### src/design/lmlt_pkg.sv
// shared types and constants for the lcd mode/line timer
// mode codes, per-mode tick lengths and the controller-to-datapath command bundle
// no dependencies
package lmlt_pkg;

    localparam int unsigned TICK_W = 7;
    localparam int unsigned LINE_W = 8;
    localparam int unsigned CNT_W  = 4;

    localparam logic [1:0] MODE_HBLANK = 2'd0;
    localparam logic [1:0] MODE_VBLANK = 2'd1;
    localparam logic [1:0] MODE_SEARCH = 2'd2;
    localparam logic [1:0] MODE_DRAW   = 2'd3;

    localparam logic [TICK_W-1:0] SEARCH_TICKS      = 7'd20;
    localparam logic [TICK_W-1:0] DRAW_TICKS        = 7'd43;
    localparam logic [TICK_W-1:0] HBLANK_TICKS      = 7'd51;
    localparam logic [TICK_W-1:0] VBLANK_LINE_TICKS = 7'd114;

    localparam logic [1:0] REG_LINE_COMPARE = 2'd0;
    localparam logic [1:0] REG_IRQ_COINC    = 2'd1;
    localparam logic [1:0] REG_IRQ_VBLANK   = 2'd2;
    localparam logic [1:0] REG_IRQ_SEARCH   = 2'd3;

    typedef struct packed {
        logic load;   // new beat taken: clear the request summary
        logic tick;   // advance the timing state by one machine tick
    } t_seq_cmd;

endpackage

### src/design/lmlt_ctrl.sv
// controller for the lcd mode/line timer
// takes input beats, issues one tick command per cycle, then holds the result beat
// depends on lmlt_pkg
module lmlt_ctrl
    import lmlt_pkg::*;
(
    input  logic             i_clk,
    input  logic             i_rst_n,
    input  logic             i_in_valid,
    output logic             o_in_ready,
    input  logic [CNT_W-1:0] i_tick_count,
    output logic             o_out_valid,
    input  logic             i_out_ready,
    output t_seq_cmd         o_cmd
);

    localparam logic [1:0] ST_IDLE = 2'd0;
    localparam logic [1:0] ST_RUN  = 2'd1;
    localparam logic [1:0] ST_OUT  = 2'd2;

    logic [1:0]       r_state, n_state;
    logic [CNT_W-1:0] r_cnt, n_cnt;
    logic             take;

    assign o_in_ready  = (r_state == ST_IDLE) || ((r_state == ST_OUT) && i_out_ready);
    assign o_out_valid = (r_state == ST_OUT);
    assign take        = i_in_valid && o_in_ready;

    always_comb begin
        n_state    = r_state;
        n_cnt      = r_cnt;
        o_cmd.load = 1'b0;
        o_cmd.tick = 1'b0;
        case (r_state)
            ST_IDLE, ST_OUT: begin
                if (take) begin
                    o_cmd.load = 1'b1;
                    n_cnt      = i_tick_count;
                    // a zero tick count goes straight to the result
                    n_state    = (i_tick_count == '0) ? ST_OUT : ST_RUN;
                end else if (r_state == ST_OUT && i_out_ready) begin
                    n_state = ST_IDLE;
                end
            end
            ST_RUN: begin
                o_cmd.tick = 1'b1;
                n_cnt      = r_cnt - 1'b1;
                if (r_cnt == CNT_W'(1)) begin
                    n_state = ST_OUT;
                end
            end
            default: begin
                n_state = ST_IDLE;
            end
        endcase
    end

    always_ff @(posedge i_clk) begin
        if (!i_rst_n) begin
            r_state <= ST_IDLE;
            r_cnt   <= '0;
        end else begin
            r_state <= n_state;
            r_cnt   <= n_cnt;
        end
    end

endmodule

### src/design/lmlt_dp.sv
// datapath for the lcd mode/line timer
// mode, tick, line and coincidence state, config registers and request summary
// depends on lmlt_pkg
module lmlt_dp
    import lmlt_pkg::*;
#(
    parameter int unsigned VISIBLE_LINES = 144,
    parameter int unsigned BLANK_LINES   = 10
) (
    input  logic              i_clk,
    input  logic              i_rst_n,
    input  t_seq_cmd          i_cmd,
    input  logic              i_cfg_we,
    input  logic [1:0]        i_cfg_idx,
    input  logic [7:0]        i_cfg_wdata,
    output logic [1:0]        o_mode,
    output logic [LINE_W-1:0] o_line,
    output logic              o_coincidence,
    output logic              o_status_irq
);

    localparam int unsigned TOTAL_LINES = VISIBLE_LINES + BLANK_LINES;
    localparam logic [LINE_W-1:0] LAST_VIS = LINE_W'(VISIBLE_LINES);
    localparam logic [LINE_W:0]   WRAP_AT  = (LINE_W + 1)'(TOTAL_LINES);

    logic [LINE_W-1:0] r_cmp;
    logic              r_en_coinc, r_en_vblank, r_en_search;

    logic [1:0]        r_mode, n_mode;
    logic [TICK_W-1:0] r_ticks, n_ticks;
    logic [LINE_W-1:0] r_line, n_line;
    logic              r_coinc, n_coinc;
    logic              r_any, n_any;

    logic [TICK_W-1:0] ticks_inc;
    logic [LINE_W:0]   line_inc;
    logic              req;

    assign ticks_inc = r_ticks + 1'b1;
    assign line_inc  = {1'b0, r_line} + 1'b1;

    always_comb begin
        n_mode  = r_mode;
        n_ticks = r_ticks;
        n_line  = r_line;
        n_coinc = r_coinc;
        req     = 1'b0;
        if (i_cmd.tick) begin
            n_ticks = ticks_inc;
            case (r_mode)
                MODE_SEARCH: begin
                    if (ticks_inc >= SEARCH_TICKS) begin
                        n_ticks = '0;
                        n_mode  = MODE_DRAW;
                    end
                end
                MODE_DRAW: begin
                    if (ticks_inc >= DRAW_TICKS) begin
                        n_ticks = '0;
                        n_mode  = MODE_HBLANK;
                    end
                end
                MODE_HBLANK: begin
                    if (ticks_inc >= HBLANK_TICKS) begin
                        n_ticks = '0;
                        n_line  = line_inc[LINE_W-1:0];
                        n_coinc = (line_inc[LINE_W-1:0] == r_cmp);
                        req     = r_en_coinc && n_coinc;
                        if (line_inc[LINE_W-1:0] == LAST_VIS) begin
                            n_mode = MODE_VBLANK;
                            req    = req || r_en_vblank;
                        end else begin
                            n_mode = MODE_SEARCH;
                            req    = req || r_en_search;
                        end
                    end
                end
                default: begin
                    // vblank: one line per full line period, wrap at the frame end
                    if (ticks_inc >= VBLANK_LINE_TICKS) begin
                        n_ticks = '0;
                        n_line  = (line_inc >= WRAP_AT) ? '0 : line_inc[LINE_W-1:0];
                        n_coinc = (n_line == r_cmp);
                        req     = r_en_coinc && n_coinc;
                        if (n_line == '0) begin
                            n_mode = MODE_SEARCH;
                            req    = req || r_en_search;
                        end
                    end
                end
            endcase
        end
    end

    always_comb begin
        n_any = r_any;
        if (i_cmd.load) begin
            n_any = 1'b0;
        end else if (i_cmd.tick) begin
            n_any = r_any || req;
        end
    end

    always_ff @(posedge i_clk) begin
        if (!i_rst_n) begin
            r_cmp       <= '0;
            r_en_coinc  <= 1'b0;
            r_en_vblank <= 1'b0;
            r_en_search <= 1'b0;
        end else if (i_cfg_we) begin
            case (i_cfg_idx)
                REG_LINE_COMPARE: r_cmp       <= i_cfg_wdata;
                REG_IRQ_COINC:    r_en_coinc  <= i_cfg_wdata[0];
                REG_IRQ_VBLANK:   r_en_vblank <= i_cfg_wdata[0];
                REG_IRQ_SEARCH:   r_en_search <= i_cfg_wdata[0];
                default:          r_cmp       <= r_cmp;
            endcase
        end
    end

    always_ff @(posedge i_clk) begin
        if (!i_rst_n) begin
            r_mode  <= MODE_HBLANK;
            r_ticks <= '0;
            r_line  <= '0;
            r_coinc <= 1'b0;
            r_any   <= 1'b0;
        end else begin
            r_mode  <= n_mode;
            r_ticks <= n_ticks;
            r_line  <= n_line;
            r_coinc <= n_coinc;
            r_any   <= n_any;
        end
    end

    assign o_mode        = r_mode;
    assign o_line        = r_line;
    assign o_coincidence = r_coinc;
    assign o_status_irq  = r_any;

endmodule

### src/design/lcd_mode_line_timer_core.sv
// top level of the lcd mode/line timer
// joins the controller and the datapath; depends on lmlt_pkg, lmlt_ctrl, lmlt_dp
//
// usage:
//   input stream: each beat carries tick_count in s_axis_tdata[3:0], the number of
//   machine ticks to advance. output stream: one beat per input beat with the
//   mode, line, coincidence flag and status request summary after those ticks.
//   config port: i_cfg_we with i_cfg_idx selects line compare (0), coincidence
//   request enable (1), vblank request enable (2) or search request enable (3).
// timing:
//   the datapath advances one tick per clock while the controller runs, and the
//   result beat follows the last tick; a zero count goes straight to the result.
//   the next beat is taken in the cycle its predecessor's result is taken, so a
//   new beat is not accepted before the previous result has left.
// reset:
//   synchronous active-low reset puts the timer in hblank at line 0 with all
//   config registers cleared and no beat pending.
// stalls:
//   a result beat holds steady while m_axis_tready is low; no new beat is
//   accepted until it has been taken.
module lcd_mode_line_timer_core
    import lmlt_pkg::*;
#(
    parameter int unsigned VISIBLE_LINES = 144,
    parameter int unsigned BLANK_LINES   = 10
) (
    input  logic        i_clk,
    input  logic        i_rst_n,
    input  logic        s_axis_tvalid,
    output logic        s_axis_tready,
    input  logic [7:0]  s_axis_tdata,   // [3:0] tick_count, [7:4] zero
    output logic        m_axis_tvalid,
    input  logic        m_axis_tready,
    output logic [15:0] m_axis_tdata,   // [1:0] mode, [9:2] line, [10] coincidence,
                                        // [11] status_irq, [15:12] zero
    input  logic        i_cfg_we,
    input  logic [1:0]  i_cfg_idx,
    input  logic [7:0]  i_cfg_wdata
);

    t_seq_cmd          cmd;
    logic [1:0]        mode;
    logic [LINE_W-1:0] line;
    logic              coinc;
    logic              status_irq;

    lmlt_ctrl u_ctrl (
        .i_clk        (i_clk),
        .i_rst_n      (i_rst_n),
        .i_in_valid   (s_axis_tvalid),
        .o_in_ready   (s_axis_tready),
        .i_tick_count (s_axis_tdata[CNT_W-1:0]),
        .o_out_valid  (m_axis_tvalid),
        .i_out_ready  (m_axis_tready),
        .o_cmd        (cmd)
    );

    lmlt_dp #(
        .VISIBLE_LINES (VISIBLE_LINES),
        .BLANK_LINES   (BLANK_LINES)
    ) u_dp (
        .i_clk         (i_clk),
        .i_rst_n       (i_rst_n),
        .i_cmd         (cmd),
        .i_cfg_we      (i_cfg_we),
        .i_cfg_idx     (i_cfg_idx),
        .i_cfg_wdata   (i_cfg_wdata),
        .o_mode        (mode),
        .o_line        (line),
        .o_coincidence (coinc),
        .o_status_irq  (status_irq)
    );

    assign m_axis_tdata = {4'b0000, status_irq, coinc, line, mode};

endmodule

### config.mk
export PLATFORM = sky130hd
export DESIGN_NAME = lcd_mode_line_timer_core
export DESIGN_NICKNAME = d
export VERILOG_FILES = /design/src/design/lmlt_pkg.sv /design/src/design/lmlt_ctrl.sv /design/src/design/lmlt_dp.sv /design/src/design/lcd_mode_line_timer_core.sv
export SDC_FILE = /design/constraint.sdc
export NUM_CORES = 1
export LEC_CHECK = 0
export ABC_AREA = 1
export BUFFER_PORTS_ARGS = -buffer_cell sky130_fd_sc_hd__buf_2
export CORE_ASPECT_RATIO = 1.1
export CORE_MARGIN = 5
export CORE_UTILIZATION = 51
export DETAILED_ROUTE_END_ITERATION = 8
export HOLD_SLACK_MARGIN = 0.12
export PLACE_DENSITY = 0.81
export RECOVER_POWER = 100
export SYNTH_ARGS = -nofsm -noshare
export SYNTH_HDL_FRONTEND = slang
export SYNTH_HIERARCHICAL = 1
export SYNTH_SLANG_ARGS = --single-unit
### constraint.sdc
create_clock -name i_clk -period 2.1 [get_ports i_clk]
set_input_delay 0 -clock i_clk [delete_from_list [all_inputs] [get_ports i_clk]]
set_output_delay 0 -clock i_clk [all_outputs]
set_load 0.01 [all_outputs]
==> results of run 1 <==
worst register-to-register path: cells and delay by family, from the launching register on:
kind                   cells  cell delay, ns
buffers and inverters      4            0.43
AND/OR/NAND/NOR            9            0.99
XOR/XNOR                   1            0.17
flip-flops                 1            0.37
AO/OA/AOI/OAI              1            0.17
registers in the layout (all words and copies together), names as in the netlist, 2 cells and up:
| name | count |
|---|---|
| u_dp/o_line | 8 |
| u_dp/r_cmp | 8 |
| u_dp/r_ticks | 7 |
| u_ctrl/r_cnt | 4 |
| u_ctrl/r_state | 2 |
| u_dp/o_mode | 2 |
final cells by class:
class / instances / share of cell area [%]
Timing Repair Buffer: 103 / 20.6
Clock buffer: 6 / 1.97
Sequential cell: 36 / 19.9
Tap cell: 58 / 1.97
Timing Repair inverter: 1 / 0.204
Multi-Input combinational cell: 286 / 48.4
Inverter: 55 / 5.96
Clock inverter: 2 / 0.953
report_power, final:
part | internal [W] | total [W] | switching (W)
logic | 0.000221 | 0.000501 | 0.000280
registers | 0.000727 | 0.000777 | 0.0000508
clock network | 0.000353 | 0.000621 | 0.000268
total | 0.00130 | 0.00190 | 0.000599
through the flow:
| step | worst slack [ns] | TNS, ns | util (%) |
|---|---|---|---|
| after global placement | -0.0778 | -0.743 | 59.0 |
| after detailed placement | -0.122 | -1.26 | 59.0 |
| after global routing | -0.333 | -3.70 | 74.5 |
| after floorplan | 0.0113 | 0 | - |
| after CTS | -0.0299 | -0.0569 | 69.4 |
| final | -0.138 | -1.29 | 74.5 |
worst paths after layout:
path	startpoint	endpoint	slack, ns	depth (start not counted)
max	u_dp/r_ticks[0]	u_dp/o_line[7]	-0.14	15
min	s_axis_tvalid	u_ctrl/r_cnt[0]	0.14	4
min reg2reg	u_dp/r_en_vblank	u_dp/r_en_vblank	0.47	2
max reg2reg	u_dp/r_ticks[0]	u_dp/o_line[7]	-0.14	15
routing by layer:
layer,GRT usage (%),part of all wire [%]
met1,23.9,35
met5,0,0
met2,44.6,54
met3,4.54,6.4
met4,11.7,5.1
cell families (layout without fill, tap and decap cells):
logic type | after synthesis | count (layout) | synth area share [%]
other | 1 | 4 | 0.148
adder cells (fa/ha/maj) | 7 | 7 | 3.45
flip-flops | 36 | 36 | 28.4
AND/OR/NAND/NOR | 202 | 202 | 38.8
buffers and inverters | 67 | 167 | 11.4
XOR/XNOR | 8 | 8 | 3.35
AO/OA/AOI/OAI | 65 | 65 | 14.4
repair_timing:
| item | 4_1_cts | 5_1_grt |
|---|---|---|
| endpoints found under the setup margin | 14 | 20 |
| hold buffers | 21 | 0 |
| buffers inserted | 14 | 10 |
| resized for setup | 23 | 46 |
| endpoints found under the hold margin | 16 | 0 |
| cloned | 1 | 0 |
| pin swaps | 8 | 23 |
layout by cell type, fill, tap and decap left out, types with 6 or more instances in the layout:
master,synthesis,layout
sky130_fd_sc_hd__a21oi_1,26,22
sky130_fd_sc_hd__a21oi_2,3,7
sky130_fd_sc_hd__buf_2,0,29
sky130_fd_sc_hd__buf_4,7,46
sky130_fd_sc_hd__dfxtp_1,36,29
sky130_fd_sc_hd__dfxtp_2,0,6
sky130_fd_sc_hd__dlygate4sd3_1,0,20
sky130_fd_sc_hd__inv_1,49,44
sky130_fd_sc_hd__inv_2,4,7
sky130_fd_sc_hd__nand2_1,78,73
sky130_fd_sc_hd__nand2_2,9,10
sky130_fd_sc_hd__nand3_1,31,24
sky130_fd_sc_hd__nand3_2,4,7
sky130_fd_sc_hd__nand4_1,10,10
sky130_fd_sc_hd__nor2_1,45,44
sky130_fd_sc_hd__nor2_4,4,6
sky130_fd_sc_hd__o21ai_0,26,24
==> flow_summary.ini, run 1 <==
[logic_synthesis]
synth_area_leaders = sky130_fd_sc_hd__dfxtp_1, sky130_fd_sc_hd__nand2_1, sky130_fd_sc_hd__inv_1
synth_top_cell_area_share_pct = 28.4
post_synth.cell_area_avg_um2 = 6.57
synth.most_common_cell = sky130_fd_sc_hd__nand2_1
yosysWarningCount = 6
post_synth_inst_count = 386
number_of_library_cell_types_mapped_by_synthesis = 38
yosys-top-cells-count = sky130_fd_sc_hd__nand2_1, sky130_fd_sc_hd__inv_1, sky130_fd_sc_hd__nor2_1
netlist.top_cell.by_area = sky130_fd_sc_hd__dfxtp_1
syn_area_um2 = 2540
synth.ff_latch_count = 36
postSynth.topFlopCell = sky130_fd_sc_hd__dfxtp_1
async_reset_ff_share_pct = 0
synth_enable_flop_cells = 0
synth-seq-area-share_pct = 28.4

[worst_setup_path]
type_of_element_launching_the_critical_path = flop
crit_path_cell_trace = buf_6, buf_6, nand3_4, nand3b_4, xnor2_2, and2_4, nand2_4, nor2_4, inv_2, nand2_2, nand3_2, nor2_4, clkinvlp_4, a22oi_2, nor2_1
arr_time_crit_path_ns = 2.41
cp.required_ns = 2.28
critPathMaxFanout = 4
path_delay_family = simple AND/OR/NAND/NOR gates
cp_max_delay_cell = sky130_fd_sc_hd__dfxtp_2
worstSetupEndpointType = flop
crit_path_max_incr_delay_ns = 0.37
worst-path-buf-inv = 4
cp_class = flop to flop

[place]
port_buffers = 32
place.detailed.instances = 495
detailedPlacementHpwl_um = 4920
gp_congestion = 0.917
placed_area_um2 = 2910

[routing]
postRouteAntennaNets = 0
detailedRoute.firstPassIterationCount = 6
viasPerCell = 5.64
post-route-drc-count = 0
num_vias = 3087
route.detailed.wl_per_inst_um = 15.8
wl_um = 8620
detail_route.iter0.violations = 310

[sta]
rsz0062_at_grt = yes
maxSlewViolCount = 0
tightestPinTransition_ns = 0.661
hold_ws_ns = 0.136
fin_crit_ns = 2.24
final.period_utilization_pct = 107
final.setup_skew_ns = 0.0109
setup_viol = 17
maxClockFrequency_mhz = 447
report.final.hold_viol_count = 0
crit_path_setup_slack_layout_ns = -0.138
worst_slew_margin_pct = 55.5

[floorplanning]
num_rows = 27
starting_density_of_the_core_pct = 51.4
floorplan.core_area_um2 = 4930
chipHeight_um = 84.0
num_io_pins = 41
design.die.area_um2 = 6490
dieWidth_um = 77.3

[clocking]
numClockSinks = 36
tritoncts_clock_tree = built
clockBufferDepth = 2
htree_levels = 2
clock_slew_seen_by_the_registers_of_the_worst_setup_and_hold_paths_ns = 0.08
cts_made_buffers = 5
ctsRootBufferMaster = sky130_fd_sc_hd__clkbuf_8
insertion_delay_ns = 0.29

[final_layout]
finalNetCount = 518
num_antenna_cells = 0
n_fill_cell = 331
final_area_um2 = 3680
layout.cells.non_filler = 547
area_delta_synth_final_pct = 44.9
final-seq-area_um2 = 732
area_used_by_multi_input_combinational_logic_um2 = 1780
layout_cell_share_with_drive_strength_beyond_1_pct = 34.8

[global_route]
grt-ovfl-total = 0
grt_first_pass_wirelength_um = 12600
grt_antenna_before_repair = 0
grt_pass1_vias = 2869
grt.total_usage_pct = 23.5
grt_start_max_net_pins = 24

[run]
max_cap_viol_count = 0

[worst_hold_path]
min_path_type = input pin to flop

[power_and_ir_drop]
worst_ir_drop_vdd_mv = 0.567
total_leakage_power_nw = 1.75
power-per-cell-area_nw_per_um2 = 517
finalPower_w = 0.00190

[outcome]
failed_checks = negative setup slack
status = finished, violations left
No activity file was read; power rests on OpenSTA's default activity.
==> inputs of run 2 (changes only) <==
Settings changed: PLACE_DENSITY 0.81 to 0.82.
==> run 2 against run 1 <==
Against the previous run:
- the flow still finishes with violations (negative setup slack)
- die area unchanged
- register-to-register slack better by 0.11 ns
- combinational power hardly changed
- critical path depth is 1 lower
- clock skew down 0.0057 ns
- first-iteration DRC count fell by 42%
- hold slack gained 0.013 ns
- worst setup slack better by 0.11 ns
- power is 5.0% lower
- global-route usage decreased by 0.63 points
- largest power group unchanged
- highest routed layer unchanged
==> flow_summary.ini, run 2 (synthesis results as in run 1) <==
[outcome]
status = finished, violations left
failed_checks = negative setup slack

[floorplanning]
design.die.area_um2 = 6490
dieWidth_um = 77.3
floorplan.core_area_um2 = 4930
num_io_pins = 41
starting_density_of_the_core_pct = 51.4
chipHeight_um = 84.0
num_rows = 27

[global_route]
grt_pass1_vias = 2784
grt-ovfl-total = 0
grt_antenna_before_repair = 0
grt.total_usage_pct = 22.9
grt_first_pass_wirelength_um = 12400
grt_start_max_net_pins = 24

[final_layout]
area_delta_synth_final_pct = 46.3
finalNetCount = 511
n_fill_cell = 351
final_area_um2 = 3710
mostFrequentLayoutCell = sky130_fd_sc_hd__nand2_1
layout.cells.most_common_list = sky130_fd_sc_hd__nand2_1, sky130_fd_sc_hd__inv_1, sky130_fd_sc_hd__nor2_1
layout_cell_share_with_drive_strength_beyond_1_pct = 37.3
num_antenna_cells = 0

[sta]
setup_viol = 9
fin_crit_ns = 2.13
tightestPinTransition_ns = 0.505
final.period_utilization_pct = 101
final.setup_skew_ns = 0.00514
maxClockFrequency_mhz = 469
rsz0062_at_grt = yes
worst_slew_margin_pct = 66.0
maxSlewViolCount = 0
crit_path_setup_slack_layout_ns = -0.0307
report.final.hold_viol_count = 0

[run]
max_cap_viol_count = 0

[worst_setup_path]
critical_path.most_common_cell = sky130_fd_sc_hd__nor2_4
cp_class = flop to flop
arr_time_crit_path_ns = 2.30
cp_max_delay_cell = sky130_fd_sc_hd__dfxtp_4
worstSetupEndpointType = flop
path_delay_family = simple AND/OR/NAND/NOR gates
critPathMaxFanout = 9
cp.required_ns = 2.27
crit_path_max_incr_delay_ns = 0.38
worst-path-buf-inv = 3
crit_path_cell_trace = buf_6, nand3_4, nand3b_4, xnor2_4, and2_4, nand2_4, nor2_4, inv_2, nand2_2, nand3_2, nor2_4, inv_4, a22oi_2, nor2_1
type_of_element_launching_the_critical_path = flop

[power_and_ir_drop]
power-per-cell-area_nw_per_um2 = 486
finalPower_w = 0.00180
total_leakage_power_nw = 1.73
worst_ir_drop_vdd_mv = 0.407

[place]
dp_worst_setup_slack_ns = -0.0676
gp_congestion = 0.921
detailedPlacementHpwl_um = 5010
port_buffers = 32
placed_area_um2 = 2930

[clocking]
ctsRootBufferMaster = sky130_fd_sc_hd__clkbuf_8
cts_made_buffers = 5
htree_levels = 2
tritoncts_clock_tree = built
clock_slew_seen_by_the_registers_of_the_worst_setup_and_hold_paths_ns = 0.07
numClockSinks = 36
insertion_delay_ns = 0.29
clockBufferDepth = 2

[routing]
viasPerCell = 5.46
route.detailed.wl_per_inst_um = 15.1
post-route-drc-count = 0
num_vias = 2948
detailedRoute.firstPassIterationCount = 6
detail_route.iter0.violations = 181
wl_um = 8160
postRouteAntennaNets = 0

[worst_hold_path]
min_path_type = input pin to flop
## run 2: cell count changes in the layout (fill, tap and decap cells not counted), moves of 2 or more
cell | previous run | this run
sky130_fd_sc_hd__buf_4 | 46 | 39
sky130_fd_sc_hd__nand2_1 | 73 | 66
sky130_fd_sc_hd__nand2_2 | 10 | 17
sky130_fd_sc_hd__dfxtp_4 | 1 | 4
sky130_fd_sc_hd__nand3_2 | 7 | 10
sky130_fd_sc_hd__nor2_1 | 44 | 41
sky130_fd_sc_hd__nor2_2 | 2 | 5
sky130_fd_sc_hd__a21oi_2 | 7 | 5
sky130_fd_sc_hd__dfxtp_2 | 6 | 4
sky130_fd_sc_hd__nand3_1 | 24 | 22
## run 2: layout make-up
| cell class | count | area (µm²) | area share, % |
|---|---|---|---|
| multi-input combinational | 286 | 1850 | 49.8 |
| sequential | 36 | 741 | 20.0 |
| timing repair buffer | 97 | 732 | 19.7 |
| inverter | 55 | 223 | 6.00 |
| clock buffer | 7 | 86.3 | 2.33 |
| tap | 58 | 72.6 | 1.96 |
| clock inverter | 1 | 7.51 | 0.202 |
## run 2: metrics by stage
stage          cells  hold WS, ns  utilization [%]  TNS, ns
3_5_place_dp     497        0.230             59.3   -0.533
3_3_place_gp     497        0.221             59.3        0
6_report         540        0.149             75.2   -0.147
4_1_cts          528        0.121             66.8        0
2_1_floorplan    389        0.135                -        0
5_1_grt          540        0.183             75.2    -2.05
## run 2: tightest hold or removal path: stages
cell                      delay (ns)
sky130_fd_sc_hd__buf_2          0.23
sky130_fd_sc_hd__o21ai_0        0.12
sky130_fd_sc_hd__a21oi_1        0.04
## run 2: what timing repair did
item                                    4_1_cts  5_1_grt
hold buffers                                 19        0
pin swaps                                    10       33
setup buffers                                 4       13
cloned                                        0        0
endpoints found under the setup margin       15       19
gates resized for setup                      19       75
endpoints found under the hold margin        16        0
## run 2: final timing paths
kind	from	to	slack (ns)	cells after the start
max	u_dp/r_ticks[1]	u_dp/o_line[4]	-0.03	14
min	i_rst_n	u_dp/r_ticks[1]	0.15	3
max reg2reg	u_dp/r_ticks[1]	u_dp/o_line[4]	-0.03	14
min reg2reg	u_dp/o_status_irq	u_dp/o_status_irq	0.49	2
## run 2: report_power, final
group	switching (W)	internal (W)	leakage, nW
Combinational	0.000281	0.000223	1.38
Clock	0.000254	0.000267	0.0445
Sequential	0.0000539	0.000726	0.299
Total	0.000589	0.00122	1.73
## run 2: per-layer routing
layer  wire length [µm]  vias up  global-route usage, %
met4                235        0                   9.22
met3                396       27                   4.75
met1               2910     1369                   23.4
li1                   -     1434                      -
met5                  0        -                      0
met2               4620      118                   44.0
